**config.mk**
```make
export PLATFORM = sky130hd
export DESIGN_NAME = integer_alu_with_hi_lo_top
export DESIGN_NICKNAME = d
export VERILOG_FILES = /design/src/hdl/ialu_pkg.sv /design/src/hdl/ialu_alu.sv /design/src/hdl/ialu_muldiv.sv /design/src/hdl/integer_alu_with_hi_lo_top.sv
export SDC_FILE = /design/constraint.sdc
export NUM_CORES = 1
export LEC_CHECK = 0
export ABC_AREA = 0
export BUFFER_PORTS_ARGS = -buffer_cell sky130_fd_sc_hd__buf_2
export CORE_ASPECT_RATIO = 0.8
export CORE_MARGIN = 1
export CORE_UTILIZATION = 50
export CTS_CLUSTER_SIZE = 10
export DETAILED_ROUTE_END_ITERATION = 12
export PLACE_DENSITY = 0.7
export SLEW_MARGIN = 40
export SYNTH_ARGS = -nofsm -noshare
export SYNTH_HDL_FRONTEND = slang
export SYNTH_SLANG_ARGS = --single-unit
```
**constraint.sdc**
```tcl
create_clock -name aclk -period 26.1 [get_ports aclk]
set_clock_uncertainty 0.1 [all_clocks]
set_input_delay 5.22 -clock aclk [delete_from_list [all_inputs] [get_ports aclk]]
set_output_delay 5.22 -clock aclk [all_outputs]
set_load 0.005 [all_outputs]
```
**src/hdl/ialu_pkg.sv**
```systemverilog
`timescale 1ns / 1ps
`default_nettype none

package ialu_pkg;

    localparam int unsigned DataWidth = 32;
    localparam int unsigned CntWidth  = $clog2(DataWidth);

    // operation codes carried in s_tuser
    typedef enum logic [3:0] {
        OP_ADD   = 4'd0,
        OP_ADDU  = 4'd1,
        OP_SUB   = 4'd2,
        OP_SUBU  = 4'd3,
        OP_AND   = 4'd4,
        OP_OR    = 4'd5,
        OP_XOR   = 4'd6,
        OP_NOR   = 4'd7,
        OP_SLT   = 4'd8,
        OP_SLTU  = 4'd9,
        OP_MULT  = 4'd10,
        OP_MULTU = 4'd11,
        OP_DIV   = 4'd12,
        OP_DIVU  = 4'd13
    } op_t;

    // status codes carried in m_tuser
    typedef enum logic [1:0] {
        STS_OK       = 2'd0,
        STS_OVERFLOW = 2'd1,
        STS_DIVZERO  = 2'd2
    } sts_t;

    // combinational alu answer
    typedef struct packed {
        logic [DataWidth-1:0] result;
        sts_t                 status;
    } alu_rsp_t;

    // request into the multiply/divide unit
    typedef struct packed {
        logic                 start;
        logic                 is_div;
        logic                 is_signed;
        logic [DataWidth-1:0] a;
        logic [DataWidth-1:0] b;
    } md_req_t;

    // answer from the multiply/divide unit
    typedef struct packed {
        logic                 done;
        logic [DataWidth-1:0] hi;
        logic [DataWidth-1:0] lo;
    } md_rsp_t;

endpackage

`default_nettype wire

```
**src/hdl/ialu_alu.sv**
```systemverilog
`timescale 1ns / 1ps
`default_nettype none

module ialu_alu (
    input  wire ialu_pkg::op_t              op,
    input  wire [ialu_pkg::DataWidth-1:0]   a,
    input  wire [ialu_pkg::DataWidth-1:0]   b,
    output ialu_pkg::alu_rsp_t              rsp
);

    localparam int unsigned W = ialu_pkg::DataWidth;

    logic [W:0]   sum;
    logic [W:0]   diff;
    logic         ltu;
    logic         lts;
    logic [W-1:0] lt_u_word;
    logic [W-1:0] lt_s_word;

    // one adder and one subtractor, borrow gives unsigned less-than
    assign sum  = {1'b0, a} + {1'b0, b};
    assign diff = {1'b0, a} - {1'b0, b};
    assign ltu  = diff[W];
    assign lts  = (a[W-1] ^ b[W-1]) ? a[W-1] : ltu;
    assign lt_u_word = {{(W-1){1'b0}}, ltu};
    assign lt_s_word = {{(W-1){1'b0}}, lts};

    // operation select
    always_comb begin
        rsp.result = '0;
        rsp.status = ialu_pkg::STS_OK;
        case (op)
            ialu_pkg::OP_ADD: begin
                if (((a[W-1] ^ sum[W-1]) & (b[W-1] ^ sum[W-1])) == 1'b1) begin
                    rsp.status = ialu_pkg::STS_OVERFLOW;
                end else begin
                    rsp.result = sum[W-1:0];
                end
            end
            ialu_pkg::OP_ADDU: rsp.result = sum[W-1:0];
            ialu_pkg::OP_SUB: begin
                if (((a[W-1] ^ b[W-1]) & (a[W-1] ^ diff[W-1])) == 1'b1) begin
                    rsp.status = ialu_pkg::STS_OVERFLOW;
                end else begin
                    rsp.result = diff[W-1:0];
                end
            end
            ialu_pkg::OP_SUBU: rsp.result = diff[W-1:0];
            ialu_pkg::OP_AND:  rsp.result = a & b;
            ialu_pkg::OP_OR:   rsp.result = a | b;
            ialu_pkg::OP_XOR:  rsp.result = a ^ b;
            ialu_pkg::OP_NOR:  rsp.result = ~(a | b);
            ialu_pkg::OP_SLT:  rsp.result = lt_s_word;
            ialu_pkg::OP_SLTU: rsp.result = lt_u_word;
            ialu_pkg::OP_DIV, ialu_pkg::OP_DIVU: begin
                if (b == '0) begin
                    rsp.status = ialu_pkg::STS_DIVZERO;
                end
            end
            default: begin
                rsp.result = '0;
                rsp.status = ialu_pkg::STS_OK;
            end
        endcase
    end

endmodule

`default_nettype wire

```
**src/hdl/ialu_muldiv.sv**
```systemverilog
`timescale 1ns / 1ps
`default_nettype none

module ialu_muldiv (
    input  wire                  aclk,
    input  wire                  aresetn,
    input  wire ialu_pkg::md_req_t req,
    output ialu_pkg::md_rsp_t    rsp
);

    localparam int unsigned W = ialu_pkg::DataWidth;
    localparam int unsigned C = ialu_pkg::CntWidth;
    localparam logic [C-1:0] LastCnt = C'(W - 1);

    typedef enum logic [2:0] {
        MD_IDLE = 3'b001,
        MD_ITER = 3'b010,
        MD_FIX  = 3'b100
    } md_state_t;

    md_state_t    state_reg, state_next;
    logic [W-1:0] hi_reg, hi_next;
    logic [W-1:0] lo_reg, lo_next;
    logic [W-1:0] b_reg, b_next;
    logic [C-1:0] cnt_reg, cnt_next;
    logic         is_div_reg, is_div_next;
    logic         neg_q_reg, neg_q_next;
    logic         neg_r_reg, neg_r_next;
    logic         done_reg, done_next;

    logic [W-1:0]   mag_a;
    logic [W-1:0]   mag_b;
    logic [W:0]     x_op;
    logic [W:0]     y_op;
    logic [W+1:0]   total;
    logic           ge;
    logic [2*W-1:0] prod_neg;

    // operand magnitudes for the signed forms
    assign mag_a = (req.is_signed && req.a[W-1]) ? (~req.a + W'(1)) : req.a;
    assign mag_b = (req.is_signed && req.b[W-1]) ? (~req.b + W'(1)) : req.b;

    // shared adder: add for shift-add multiply, subtract for restoring divide
    assign x_op  = is_div_reg ? {hi_reg, lo_reg[W-1]} : {1'b0, hi_reg};
    assign y_op  = {1'b0, (is_div_reg || lo_reg[0]) ? b_reg : '0};
    assign total = {1'b0, x_op} + {1'b0, (is_div_reg ? ~y_op : y_op)}
                 + {{(W+1){1'b0}}, is_div_reg};
    assign ge    = total[W+1];

    assign prod_neg = ~{hi_reg, lo_reg} + {{(2*W-1){1'b0}}, 1'b1};

    // sequencer
    always_comb begin
        state_next  = state_reg;
        hi_next     = hi_reg;
        lo_next     = lo_reg;
        b_next      = b_reg;
        cnt_next    = cnt_reg;
        is_div_next = is_div_reg;
        neg_q_next  = neg_q_reg;
        neg_r_next  = neg_r_reg;
        done_next   = 1'b0;
        case (state_reg)
            MD_IDLE: begin
                if (req.start) begin
                    hi_next     = '0;
                    lo_next     = mag_a;
                    b_next      = mag_b;
                    cnt_next    = '0;
                    is_div_next = req.is_div;
                    neg_q_next  = req.is_signed & (req.a[W-1] ^ req.b[W-1]);
                    neg_r_next  = req.is_signed & req.a[W-1];
                    state_next  = MD_ITER;
                end
            end
            MD_ITER: begin
                if (is_div_reg) begin
                    hi_next = ge ? total[W-1:0] : x_op[W-1:0];
                    lo_next = {lo_reg[W-2:0], ge};
                end else begin
                    hi_next = total[W:1];
                    lo_next = {total[0], lo_reg[W-1:1]};
                end
                cnt_next = cnt_reg + C'(1);
                if (cnt_reg == LastCnt) begin
                    state_next = MD_FIX;
                end
            end
            MD_FIX: begin
                // sign correction of product, quotient and remainder
                if (is_div_reg) begin
                    if (neg_q_reg) begin
                        lo_next = ~lo_reg + W'(1);
                    end
                    if (neg_r_reg) begin
                        hi_next = ~hi_reg + W'(1);
                    end
                end else if (neg_q_reg) begin
                    hi_next = prod_neg[2*W-1:W];
                    lo_next = prod_neg[W-1:0];
                end
                done_next  = 1'b1;
                state_next = MD_IDLE;
            end
            default: state_next = MD_IDLE;
        endcase
    end

    always_ff @(posedge aclk) begin
        if (!aresetn) begin
            state_reg <= MD_IDLE;
            done_reg  <= 1'b0;
        end else begin
            state_reg <= state_next;
            done_reg  <= done_next;
        end
        hi_reg     <= hi_next;
        lo_reg     <= lo_next;
        b_reg      <= b_next;
        cnt_reg    <= cnt_next;
        is_div_reg <= is_div_next;
        neg_q_reg  <= neg_q_next;
        neg_r_reg  <= neg_r_next;
    end

    assign rsp.done = done_reg;
    assign rsp.hi   = hi_reg;
    assign rsp.lo   = lo_reg;

endmodule

`default_nettype wire

```
**src/hdl/integer_alu_with_hi_lo_top.sv**
```systemverilog
// logic, add/sub, compare and refused ops pass through ST_DONE into the output register
// multiply and divide run 32 shift-add or restoring-subtract steps on one shared 33-bit
// adder, one sign fix-up step, then go through ST_RUN and ST_DONE into the output register
// ST_DONE holds while the output register is stalled; a new request is taken only in ST_IDLE
// reset: synchronous active-low aresetn clears HI and LO to zero and empties the output
`timescale 1ns / 1ps
`default_nettype none

module integer_alu_with_hi_lo_top (
    input  wire        aclk,
    input  wire        aresetn,
    input  wire        s_tvalid,
    output logic       s_tready,
    input  wire [63:0] s_tdata,   // operand_a [31:0], operand_b [63:32]
    input  wire [3:0]  s_tuser,   // opcode [3:0]
    output logic       m_tvalid,
    input  wire        m_tready,
    output logic [95:0] m_tdata,  // result [31:0], hi_value [63:32], lo_value [95:64]
    output logic [1:0] m_tuser    // status [1:0]
);

    localparam int unsigned W = ialu_pkg::DataWidth;

    typedef enum logic [2:0] {
        ST_IDLE = 3'b001,
        ST_RUN  = 3'b010,
        ST_DONE = 3'b100
    } state_t;

    state_t           state_reg, state_next;
    logic [W-1:0]     res_reg, res_next;
    ialu_pkg::sts_t   sts_reg, sts_next;
    logic [W-1:0]     hi_reg, hi_next;
    logic [W-1:0]     lo_reg, lo_next;
    logic             m_valid_reg, m_valid_next;
    logic [3*W-1:0]   m_data_reg, m_data_next;
    logic [1:0]       m_user_reg, m_user_next;

    ialu_pkg::op_t     op;
    logic [W-1:0]      opa;
    logic [W-1:0]      opb;
    ialu_pkg::alu_rsp_t alu_rsp;
    ialu_pkg::md_req_t md_req;
    ialu_pkg::md_rsp_t md_rsp;
    logic              accept;
    logic              is_mul;
    logic              is_div;

    assign op     = ialu_pkg::op_t'(s_tuser);
    assign opa    = s_tdata[W-1:0];
    assign opb    = s_tdata[2*W-1:W];
    assign accept = s_tvalid && s_tready;

    ialu_alu u_alu (
        .op  (op),
        .a   (opa),
        .b   (opb),
        .rsp (alu_rsp)
    );

    // start the iterative unit for multiply and for divide by nonzero
    assign is_mul = (op == ialu_pkg::OP_MULT) || (op == ialu_pkg::OP_MULTU);
    assign is_div = ((op == ialu_pkg::OP_DIV) || (op == ialu_pkg::OP_DIVU))
                  && (alu_rsp.status == ialu_pkg::STS_OK);
    assign md_req.start     = accept && (is_mul || is_div);
    assign md_req.is_div    = is_div;
    assign md_req.is_signed = (op == ialu_pkg::OP_MULT) || (op == ialu_pkg::OP_DIV);
    assign md_req.a         = opa;
    assign md_req.b         = opb;

    ialu_muldiv u_muldiv (
        .aclk    (aclk),
        .aresetn (aresetn),
        .req     (md_req),
        .rsp     (md_rsp)
    );

    assign s_tready = (state_reg == ST_IDLE);

    // control and output register
    always_comb begin
        state_next   = state_reg;
        res_next     = res_reg;
        sts_next     = sts_reg;
        hi_next      = hi_reg;
        lo_next      = lo_reg;
        m_valid_next = m_valid_reg;
        m_data_next  = m_data_reg;
        m_user_next  = m_user_reg;
        if (m_valid_reg && m_tready) begin
            m_valid_next = 1'b0;
        end
        case (state_reg)
            ST_IDLE: begin
                if (accept) begin
                    res_next   = alu_rsp.result;
                    sts_next   = alu_rsp.status;
                    state_next = md_req.start ? ST_RUN : ST_DONE;
                end
            end
            ST_RUN: begin
                if (md_rsp.done) begin
                    hi_next    = md_rsp.hi;
                    lo_next    = md_rsp.lo;
                    state_next = ST_DONE;
                end
            end
            ST_DONE: begin
                if (!m_valid_reg || m_tready) begin
                    m_data_next  = {lo_reg, hi_reg, res_reg};
                    m_user_next  = sts_reg;
                    m_valid_next = 1'b1;
                    state_next   = ST_IDLE;
                end
            end
            default: state_next = ST_IDLE;
        endcase
    end

    always_ff @(posedge aclk) begin
        if (!aresetn) begin
            state_reg   <= ST_IDLE;
            hi_reg      <= '0;
            lo_reg      <= '0;
            m_valid_reg <= 1'b0;
        end else begin
            state_reg   <= state_next;
            hi_reg      <= hi_next;
            lo_reg      <= lo_next;
            m_valid_reg <= m_valid_next;
        end
        res_reg    <= res_next;
        sts_reg    <= sts_next;
        m_data_reg <= m_data_next;
        m_user_reg <= m_user_next;
    end

    assign m_tvalid = m_valid_reg;
    assign m_tdata  = m_data_reg;
    assign m_tuser  = m_user_reg;

    // one request in flight at a time
    a_one_in_flight: assert property (@(posedge aclk) disable iff (!aresetn)
        accept |=> !s_tready)
        else $error("request accepted while another was in flight");

    // unit answers only while a multiply or divide is pending
    a_done_in_run: assert property (@(posedge aclk) disable iff (!aresetn)
        md_rsp.done |-> (state_reg == ST_RUN))
        else $error("multiply/divide answer outside of run state");

    // a finished result is held while the output register is stalled
    a_done_holds: assert property (@(posedge aclk) disable iff (!aresetn)
        (state_reg == ST_DONE) && m_valid_reg && !m_tready |=> (state_reg == ST_DONE))
        else $error("finished result dropped under stall");

endmodule

`default_nettype wire
```
==> results of run 1 <==
[stage by stage]
step / setup WS [ns] / cells / util [%]
5_1_grt: 16.83 / 3098 / 56.4
6_report: 16.93 / 3100 / 56.4
4_1_cts: 17.16 / 3094 / 56.3
3_3_place_gp: 16.59 / 3025 / 53.5
2_1_floorplan: 10.68 / 2422 / -
3_5_place_dp: 16.58 / 3026 / 53.7
[per-layer routing]
metal  track usage (%)  vias to the layer above  routed length (µm)
met5                 0                        -                  16
met4              9.42                        2                1900
met3              5.00                      134                6150
met2              44.2                      926               28800
met1              44.2                     9333               31500
li1                  -                     9119                   -
[how the worst max path moves through the flow]
| stage | start | end | slack [ns] | cells after the start |
|---|---|---|---|---|
| after global routing | s_tdata[2] | res_reg[18] | 16.83 | 13 |
| after global placement | s_tdata[33] | u_muldiv.hi_reg[31] | 16.59 | 13 |
| after floorplan | m_tready | m_tdata[0] | 10.68 | 2 |
| final | s_tdata[2] | res_reg[4] | 16.93 | 13 |
| after CTS | s_tdata[1] | res_reg[4] | 17.16 | 13 |
| after detailed placement | s_tdata[1] | res_reg[4] | 16.58 | 13 |
[cell families after synthesis]
logic type / count (synthesis) / synth area share, %
adder cells (fa/ha/maj): 136 / 7.85
AO/OA/AOI/OAI: 721 / 22.6
flip-flops: 308 / 38.8
AND/OR/NAND/NOR: 754 / 16.4
XOR/XNOR: 135 / 5.38
multiplexers: 81 / 3.83
buffers and inverters: 287 / 5.12
[Yosys cell counts, drive strengths merged, types with 15 or more instances]
| library cell | count |
|---|---|
| o21ai | 134 |
| o221a | 21 |
| nand4 | 24 |
| edfxtp | 236 |
| o21a | 20 |
| xor2 | 33 |
| ha | 133 |
| or3 | 24 |
| xnor2 | 102 |
| buf | 28 |
| nand3 | 38 |
| mux2i | 56 |
| a21oi | 146 |
| a21o | 36 |
| nor2 | 164 |
| nor4 | 26 |
| o31ai | 18 |
| a31oi | 19 |
| nand2b | 21 |
| a21boi | 66 |
| mux2 | 25 |
| clkbuf | 125 |
| nor2b | 22 |
| inv | 132 |
| o221ai | 55 |
| nor3 | 45 |
| and2 | 20 |
| a221oi | 27 |
| dfxtp | 72 |
| o211ai | 31 |
| nand2 | 308 |
| o22ai | 39 |
| a211oi | 15 |
[power breakdown]
part / internal (W) / leakage (nW) / switching (W)
logic: 0.0000825 / 5.93 / 0.000147
registers: 0.000544 / 2.77 / 0.0000115
clock network: 0.000283 / 0.547 / 0.000211
total: 0.000910 / 9.25 / 0.000370
[area by class of cell]
| cell class | instances | share of cell area (%) |
|---|---|---|
| Multi-Input combinational cell | 1827 | 50.9 |
| Tap cell | 560 | 2.87 |
| Antenna cell | 5 | 0.0513 |
| Inverter | 134 | 2.06 |
| Clock inverter | 7 | 0.226 |
| Clock buffer | 61 | 4.43 |
| Timing Repair Buffer | 198 | 4.46 |
| Sequential cell | 308 | 35.0 |
==> reports/results.md, run 1 <==
Run status
• **status** complete, no violations

Power
• **Static Leak** 9.25 nW
• **Peak VDD IR** 0.0359 mV
• **power density relative to cell area** 52.5 mW/mm²
• **Final Power** 0.00128 W

CTS
• **clock latency at the later pin of the worst-skew pair** 0.57 ns
• **number of CTS-inserted buffers** 38
• **cells resized by post-CTS repair** 0
• **CTS clock-pin slew for the worst setup and hold paths** 0.06 ns
• **Root Driver** clkbuf_16
• **count of clock tree sinks** 308
• **post-cts hold buffer count** 0
• **post-CTS setup buffers** 0
• **TritonCTS clock tree** built
• **maximum buffer depth of the clock tree** 3
• **number of H-tree levels** 2

Critical path
• **CP bufs+invs** 3
• **slowest cell on the critical path** o31ai_2
• **required time at the endpoint of the critical path** 26.29 ns
• **slack of the worst reg-to-reg path** 20.71 ns
• **R2R Path Start** u_muldiv.is_div_reg
• **Setup crit end kind** flop
• **sort of element at the start of the critical path** primary input
• **gate family responsible for the most delay along the worst path** compound AO/OA/AOI/OAI gates
• **most numerous cell on the critical path** o211ai_1
• **r2r endpoint** u_muldiv.hi_reg[19]
• **Worst Path Class, Setup** primary input to flop
• **CP peak stage delay** 0.70 ns
• **largest fanout on the critical path** 17
• **arrival time at the worst endpoint** 9.36 ns
• **Worst Reg2Reg Path Length in Cells** 15
• **critical path, cell by cell** buf_2 > inv_1 > ha_1 > o211ai_1 > o211ai_1 > a211oi_1 > o31ai_2 > nand2_1 > o31ai_1 > or2_1 > buf_4 > o221a_2 > o22ai_1

Global route
• **wire length of the first global-routing pass** 105000 µm
• **global route overflow** 0
• **pin count of the biggest net entering global routing** 83
• **aggregate global-route resource usage** 29.9%
• **via count of the first global-routing pass** 18100
• **antenna violations before repair** 6

STA
• **part of the cycle the worst path needs** 35.1%
• **remaining max-slew budget at the tightest pin** 37.9%
• **number of hold violations in the final report** 0
• **RSZ-0062 raised after global routing** false
• **worst-case hold slack** 0.318 ns
• **setup-violating endpoint count in the final report** 0
• **final critical delay including setup and external delays** 9.17 ns
• **actual transition at the worst max-transition pin** 0.920 ns
• **final max-slew violation count** 0
• **Post-Route Setup TNS** 0 ns
• **highest achievable clock rate** 109 MHz

Floorplanning
• **DIE WIDTH** 236 µm
• **area of the core region** 0.0432 mm²
• **Site Rows** 68
• **IO Count** 172
• **initial standard-cell utilization of the core** 50.8%
• **die extent in y** 190 µm
• **Die Outline Area** 0.0448 mm²

Layout
• **top library cells by usage in the layout, fill and taps aside** 305 x nand2_1, 236 x edfxtp_1, 169 x buf_2, 161 x nor2_1, 145 x a21oi_1
• **synthesis-to-layout area growth** 10.9%
• **Final #Nets** 2715
• **most frequent standard cell in the layout excluding fill and tap cells** nand2_1
• **Multi-input gate area** 0.0124 mm²
• **Final Cell Area** 0.0244 mm²
• **fillcell total** 3857
• **ratio of cells with drive above 1 in the final layout** 13.3%
• **number of flip-flops under the largest register name** 96
• **area of all sequential standard cells** 0.00853 mm²

Routing
• **wirelength, routed** 68300 µm
• **vias** 19500
• **Detail Route Antenna Nets** 0
• **DRC marker count from the first detailed-route iteration** 2338
• **number of detailed-route iterations in the first pass** 8
• **detail-routed via count per cell** 6.29
• **Routed WL per cell** 22.0 µm
• **total DRC errors in the routed layout** 0

Placed design
• **placed cell area** 0.0232 mm²
• **estimated wirelength of the detail-placed design** 49900 µm
• **routability congestion estimate** 1.01
• **I/O Buffers** 171

Synthesis
• **number of synthesized register bits** 308
• **Synth area leader** edfxtp_1
• **proportion of netlist area held by the largest area contributor** 32.2%
• **total of warnings raised by yosys** 0
• **Synth Instances** 2422
• **count of different cell masters after synthesis** 93
• **Synth Flop Type** edfxtp_1
• **average footprint of a synthesized cell** 9.07 µm²
• **Async SR Flop Fraction** 0%
• **cell area after synthesis** 0.0220 mm²
• **net count of the mapped netlist** 2630
• **proportion of synthesized chip area in sequential cells** 38.8%
• **Area contributors post-synth** edfxtp_1 32%, ha_1 7.6%, dfxtp_1 6.6%
• **number of enable-type register cells in the synthesized netlist** 236

Hold path
• **Hold Startpoint** hi_reg[15]
• **number of stages on the worst hold path** 0
• **end point of the worst hold path** m_tdata[47]
• **class of the tightest hold or removal check** flop to flop

Run
• **max-capacitance violation count** 0

(Power assumes the default switching activity.)
==> inputs of run 2 (changes only) <==
==> constraint.sdc (replaced) <==
create_clock -name aclk -period 9.3 [get_ports aclk]
set_clock_uncertainty 0.1 [all_clocks]
set_input_delay 1.86 -clock aclk [delete_from_list [all_inputs] [get_ports aclk]]
set_output_delay 1.86 -clock aclk [all_outputs]
set_load 0.005 [all_outputs]
==> run 2 against run 1 <==
- clock power grew to 2.8 times the previous value
- first-iteration DRC count shrank 11%
- critical path depth is the same
- flip-flop and latch count unchanged
- count of clock-buffer cells in the layout grew 2
- largest power group unchanged
- highest routed layer unchanged
==> reports/results.md, run 2 (synthesized netlist as in run 1, its figures left out) <==
Run status
• **status** complete, no violations

CTS
• **post-CTS setup buffers** 0, unchanged
• **Root Driver** clkbuf_16
• **clock latency at the later pin of the worst-skew pair** 0.57 ns, about the same
• **count of clock tree sinks** 308, unchanged
• **number of H-tree levels** 2, unchanged
• **cells resized by post-CTS repair** 0, unchanged
• **CTS clock-pin slew for the worst setup and hold paths** 0.07 ns, about the same
• **maximum buffer depth of the clock tree** 3, unchanged
• **post-cts hold buffer count** 0, unchanged
• **TritonCTS clock tree** built
• **number of CTS-inserted buffers** 38, unchanged

STA
• **actual transition at the worst max-transition pin** 0.921 ns, +0.00164 ns
• **part of the cycle the worst path needs** 61.0%
• **final critical delay including setup and external delays** 5.67 ns
• **worst-case hold slack** 0.313 ns, -0.00515 ns
• **RSZ-0062 raised after global routing** false
• **highest achievable clock rate** 176 MHz
• **number of hold violations in the final report** 0, unchanged
• **Post-Route Setup TNS** 0 ns, unchanged
• **remaining max-slew budget at the tightest pin** 38.4%, +0.54 points
• **final max-slew violation count** 0, unchanged
• **setup-violating endpoint count in the final report** 0, unchanged

Routing
• **Routed WL per cell** 22.1 µm, +0.22%
• **total DRC errors in the routed layout** 0, unchanged
• **Detail Route Antenna Nets** 0, unchanged
• **DRC marker count from the first detailed-route iteration** 2092, -11%
• **number of detailed-route iterations in the first pass** 5, -3
• **detail-routed via count per cell** 6.32, +0.40%
• **vias** 19600, +0.27%
• **wirelength, routed** 68400 µm, about the same

Layout
• **synthesis-to-layout area growth** 11.0%, about the same
• **ratio of cells with drive above 1 in the final layout** 13.3%, +0.026 points
• **top library cells by usage in the layout, fill and taps aside** 306 x nand2_1, 236 x edfxtp_1, 168 x buf_2, 161 x nor2_1, 145 x a21oi_1
• **Final #Nets** 2710, -0.18%
• **most frequent standard cell in the layout excluding fill and tap cells** nand2_1
• **number of flip-flops under the largest register name** 96, unchanged
• **end-of-flow core utilization** 56.4%, about the same

Hold path
• **class of the tightest hold or removal check** flop to flop
• **Hold Startpoint** res_reg[0]
• **number of stages on the worst hold path** 0, unchanged
• **end point of the worst hold path** m_tdata[0]

Power
• **internal power component** 0.00259 W, +180%
• **Switching Fraction** 28.4%, -0.51 points
• **clock network power share** 39.0%, +0.3 points
• **Static Leak** 9.25 nW, about the same
• **Final Power** 0.00362 W, +180%
• **fraction of power consumed by sequential logic** 43.1%, -0.3 points
• **Net Switching** 0.00103 W, +180%
• **Logic pwr share** 17.9%, about the same
• **power density relative to cell area** 148 mW/mm², +180%
• **Peak VDD IR** 0.114 mV, +220%

Floorplanning
• **die extent in y** 190 µm, unchanged
• **Site Rows** 68, unchanged
• **area of the core region** 0.0432 mm², unchanged
• **IO Count** 172, unchanged
• **Die Outline Area** 0.0448 mm², unchanged
• **DIE WIDTH** 236 µm, unchanged
• **initial standard-cell utilization of the core** 50.8%, unchanged

Critical path
• **required time at the endpoint of the critical path** 9.60 ns, -16.69 ns
• **slowest cell on the critical path** o31ai_2
• **Worst Reg2Reg Path Length in Cells** 15, unchanged
• **r2r endpoint** u_muldiv.hi_reg[29]
• **most numerous cell on the critical path** o211ai_1
• **sort of element at the start of the critical path** primary input
• **slack of the worst reg-to-reg path** 4.14 ns, -16.57 ns
• **CP peak stage delay** 0.74 ns, +0.04 ns
• **Worst Path Class, Setup** primary input to flop
• **Setup crit end kind** flop
• **critical path, cell by cell** buf_2 > inv_1 > ha_1 > o211ai_1 > o211ai_1 > a211oi_1 > o31ai_2 > a2111o_1 > a21oi_1 > nor2_1 > buf_4 > a221oi_1 > o22ai_1
• **arrival time at the worst endpoint** 5.97 ns, -3.39 ns
• **largest fanout on the critical path** 24, +7
• **R2R Path Start** u_muldiv.is_div_reg

Global route
• **pin count of the biggest net entering global routing** 79, -4.8%
• **antenna violations before repair** 8, +2
• **global route overflow** 0, unchanged
• **via count of the first global-routing pass** 18300, +1.4%
• **wire length of the first global-routing pass** 106000 µm, +1.0%
• **aggregate global-route resource usage** 30.2%, +0.35 points

Placed design
• **routability congestion estimate** 0.996, -1.4%
• **estimated wirelength of the detail-placed design** 50500 µm, +1.1%
• **I/O Buffers** 171, unchanged

Run
• **max-capacitance violation count** 0, unchanged

-- run 2: cell type report --
type                       count  area, µm²
timing repair buffer         193       1040
sequential                   308       8530
clock buffer                  63       1100
antenna                        6       15.0
multi-input combinational   1827      12400
fill                        3928      18800
inverter                     134        504
clock inverter                 5       72.6
tap                          560        701
-- run 2: how the worst max path moves through the flow --
stage,from,end,slack [ns]
floorplan,s_tvalid,u_muldiv.hi_reg[0],0.95
global route,s_tdata[34],res_reg[11],3.47
CTS,s_tdata[0],res_reg[30],3.69
detailed placement,s_tdata[0],res_reg[30],3.11
global placement,s_tdata[33],u_muldiv.hi_reg[31],2.99
finish,s_tdata[34],res_reg[15],3.63
-- run 2: worst max-delay path, delay by kind of cell --
kind / cells / cell delay [ns]
adder cells (fa/ha/maj): 1 / 0.49
AND/OR/NAND/NOR: 1 / 0.51
AO/OA/AOI/OAI: 8 / 2.35
buffers and inverters: 3 / 0.73
-- run 2: metal layers --
metal | global-route usage (%) | wire length, µm | vias up
li1 | - | - | 9124
met1 | 44.1 | 31300 | 9416
met2 | 44.4 | 28900 | 877
met3 | 5.50 | 6070 | 146
met4 | 11.2 | 2030 | 4
met5 | 0 | 24 | -
-- run 2: power groups by stage --
stage	sequential, W	combinational (W)	clock, W
global placement	0.00159	0.000621	0
finish	0.00156	0.000648	0.00141
floorplan	0.00157	0.000437	0
global route	0.00156	0.000701	0.00149
CTS	0.00156	0.000629	0.00144
detailed placement	0.00159	0.000625	0
-- run 2: stage by stage --
step | cell area, µm² | std cells | setup slack [ns]
final | 24400 | 3096 | 3.63
after global routing | 24400 | 3093 | 3.47
after CTS | 24300 | 3090 | 3.69
after detailed placement | 23200 | 3022 | 3.11
after global placement | 23100 | 3021 | 2.99
after floorplan | 22000 | 2422 | 0.946
==> inputs of run 3 (changes only) <==
--- a/config.mk
+++ b/config.mk
@@ -5,7 +5,7 @@
 export SDC_FILE = /design/constraint.sdc
 export NUM_CORES = 1
 export LEC_CHECK = 0
-export ABC_AREA = 0
+export ABC_AREA = 1
 export BUFFER_PORTS_ARGS = -buffer_cell sky130_fd_sc_hd__buf_2
 export CORE_ASPECT_RATIO = 0.8
 export CORE_MARGIN = 1
==> constraint.sdc (replaced) <==
create_clock -name aclk -period 5.7 [get_ports aclk]
set_clock_uncertainty 0.1 [all_clocks]
set_input_delay 1.14 -clock aclk [delete_from_list [all_inputs] [get_ports aclk]]
set_output_delay 1.14 -clock aclk [all_outputs]
set_load 0.005 [all_outputs]
==> run 3 against run 2 <==
- sequential share of layout area down 3.3 points
- final cell count up 36%
- worst setup slack worse by 2.5 ns
- largest power group unchanged
- highest routed layer is now met4
==> reports/results.md, run 3 <==
Run status
• **status** complete, no violations

Layout
• **top library cells by usage in the layout, fill and taps aside** 757 x nand2_1, 448 x inv_1, 336 x nor2_1, 311 x o21ai_0, 265 x a21oi_1
• **most frequent standard cell in the layout excluding fill and tap cells** nand2_1
• **Multi-input gate area** 0.0135 mm², +8.7%
• **ratio of cells with drive above 1 in the final layout** 9.53%, -3.8 points
• **number of flip-flops under the largest register name** 96, unchanged
• **fillcell total** 4770, +21%
• **Final Cell Area** 0.0269 mm², +10%
• **area of all sequential standard cells** 0.00853 mm², unchanged
• **Final #Nets** 3746, +38%
• **synthesis-to-layout area growth** 10.3%

Synthesis
• **cell types with the highest counts after synthesis** 758 x nand2_1, 450 x inv_1, 342 x nor2_1, 311 x o21ai_0, 267 x a21oi_1
• **number of enable-type register cells in the synthesized netlist** 236, unchanged
• **total of warnings raised by yosys** 0, unchanged
• **count of different cell masters after synthesis** 57, -39%
• **number of synthesized register bits** 308, unchanged
• **Async SR Flop Fraction** 0%, unchanged
• **proportion of synthesized chip area in sequential cells** 34.9%, -3.9 points
• **proportion of netlist area held by the largest area contributor** 29.0%, -3.2 points
• **Area contributors post-synth** edfxtp_1 29%, nand2_1 12%, inv_1 6.9%
• **Synth area leader** edfxtp_1
• **Synth Instances** 3430, +42%
• **net count of the mapped netlist** 3638, +38%
• **Synth Flop Type** edfxtp_1
• **cell area after synthesis** 0.0244 mm², +11%
• **most frequent cell after synthesis** nand2_1
• **average footprint of a synthesized cell** 7.12 µm², -22%

CTS
• **CTS clock-pin slew for the worst setup and hold paths** 0.06 ns, about the same
• **count of clock tree sinks** 308, unchanged
• **TritonCTS clock tree** built
• **clock latency at the later pin of the worst-skew pair** 0.59 ns, +0.02 ns
• **number of CTS-inserted buffers** 39, +2.6%
• **post-CTS setup buffers** 0, unchanged
• **maximum buffer depth of the clock tree** 3, unchanged
• **post-cts hold buffer count** 0, unchanged
• **Root Driver** clkbuf_16
• **number of H-tree levels** 2, unchanged
• **cells resized by post-CTS repair** 0, unchanged

Global route
• **aggregate global-route resource usage** 33.7%, +3.5 points
• **wire length of the first global-routing pass** 129000 µm, +22%
• **global route overflow** 0, unchanged
• **via count of the first global-routing pass** 21300, +16%
• **pin count of the biggest net entering global routing** 142, +80%
• **antenna violations before repair** 2, -6

STA
• **final max-slew violation count** 0, unchanged
• **remaining max-slew budget at the tightest pin** 34.5%, -3.9 points
• **part of the cycle the worst path needs** 80.8%
• **highest achievable clock rate** 217 MHz
• **Post-Route Setup TNS** 0 ns, unchanged
• **number of hold violations in the final report** 0, unchanged
• **setup-violating endpoint count in the final report** 0, unchanged
• **final critical delay including setup and external delays** 4.60 ns
• **RSZ-0062 raised after global routing** false
• **actual transition at the worst max-transition pin** 0.972 ns, +0.0506 ns
• **worst-case hold slack** 0.315 ns, +0.00244 ns

Routing
• **number of detailed-route iterations in the first pass** 5, unchanged
• **total DRC errors in the routed layout** 0, unchanged
• **wirelength, routed** 84700 µm, +24%
• **Detail Route Antenna Nets** 0, unchanged
• **vias** 24100, +23%
• **Routed WL per cell** 20.2 µm, -8.6%
• **detail-routed via count per cell** 5.75, -9.1%
• **DRC marker count from the first detailed-route iteration** 3204, +53%

Critical path
• **Worst Path Class, Setup** flop to flop
• **Setup crit end kind** flop
• **sort of element at the start of the critical path** flop
• **largest fanout on the critical path** 45, +88%
• **required time at the endpoint of the critical path** 5.92 ns, -3.68 ns
• **arrival time at the worst endpoint** 4.83 ns, -1.14 ns

Floorplanning
• **die extent in y** 200 µm, +5.4%
• **area of the core region** 0.0483 mm², +12%
• **Die Outline Area** 0.0497 mm², +11%
• **DIE WIDTH** 249 µm, +5.4%
• **IO Count** 172, unchanged
• **initial standard-cell utilization of the core** 50.6%, -0.27 points
• **Site Rows** 72, +5.9%

Run
• **max-capacitance violation count** 0, unchanged

Placed design
• **I/O Buffers** 171, unchanged
• **placed cell area** 0.0257 mm², +11%
• **estimated wirelength of the detail-placed design** 67200 µm, +33%
• **routability congestion estimate** 1.04, +4.8%

Power
• **Static Leak** 12.0 nW, +30%
• **Final Power** 0.00642 W, +78%
• **power density relative to cell area** 239 mW/mm², +61%
• **Peak VDD IR** 0.193 mV, +70%

Hold path
• **class of the tightest hold or removal check** flop to flop

-- run 3: final timing paths --
path,slack (ns),end,cells past startpoint,startpoint
setup reg to reg,1.10,u_muldiv.hi_reg[22],16,u_muldiv.is_div_reg
hold / removal,0.32,m_tdata[27],0,res_reg[27]
setup / recovery,1.10,u_muldiv.hi_reg[22],16,u_muldiv.is_div_reg
hold reg to reg,0.32,m_tdata[27],0,res_reg[27]
-- run 3: metrics by stage --
step                      util, %  instances  setup slack, ns
after floorplan                 -       3430            0.510
after global placement       53.1       4124             1.28
after detailed placement     53.2       4126             1.30
after CTS                    55.7       4196             1.43
after global routing         55.8       4197            0.812
final                        55.8       4197             1.10
-- run 3: area by class of cell --
type | instances | share of cell area, %
Clock buffer | 59 | 4.05
Clock inverter | 11 | 0.525
Antenna cell | 1 | 0.00929
Timing Repair Buffer | 194 | 4.03
Sequential cell | 308 | 31.7
Tap cell | 629 | 2.92
Inverter | 471 | 6.57
Multi-Input combinational cell | 2524 | 50.2
-- run 3: report_power, final --
group	switching [W]	leakage, nW	total, W	internal [W]
combinational	0.000978	8.68	0.00139	0.000412
sequential	0.0000524	2.77	0.00261	0.00256
clock	0.00100	0.596	0.00242	0.00142
total	0.00203	12.0	0.00642	0.00439
-- run 3: critical path, cell delays in order, from the launching register on --
cell      delay [ns]
edfxtp_1        0.47
buf_4           0.35
clkinv_2        0.67
o21ai_0         0.61
inv_1           0.09
ha_1            0.32
nand2_1         0.07
nor2_1          0.06
nand2_1         0.10
nor2_1          0.07
nand3_1         0.08
buf_4           0.24
nand4_2         0.41
inv_2           0.44
nand2_1         0.09
nand4_1         0.11
nand2_1         0.07
-- run 3: cell families after synthesis --
kind of cell / after synthesis / share of synthesized area [%]
flip-flops: 308 / 34.9
XOR/XNOR: 117 / 4.20
AO/OA/AOI/OAI: 714 / 16.1
buffers and inverters: 598 / 10.0
AND/OR/NAND/NOR: 1557 / 27.7
adder cells (fa/ha/maj): 136 / 7.06
-- run 3: metal layers --
layer | wire (µm) | share of wire [%] | vias up | GRT usage, %
li1 | - | - | 11700 | -
met3 | 10500 | 12 | 101 | 7.76
met1 | 39500 | 47 | 11000 | 51.9
met2 | 33200 | 39 | 1289 | 47.0
met5 | 0 | 0 | - | 0
met4 | 1520 | 1.8 | 0 | 7.27
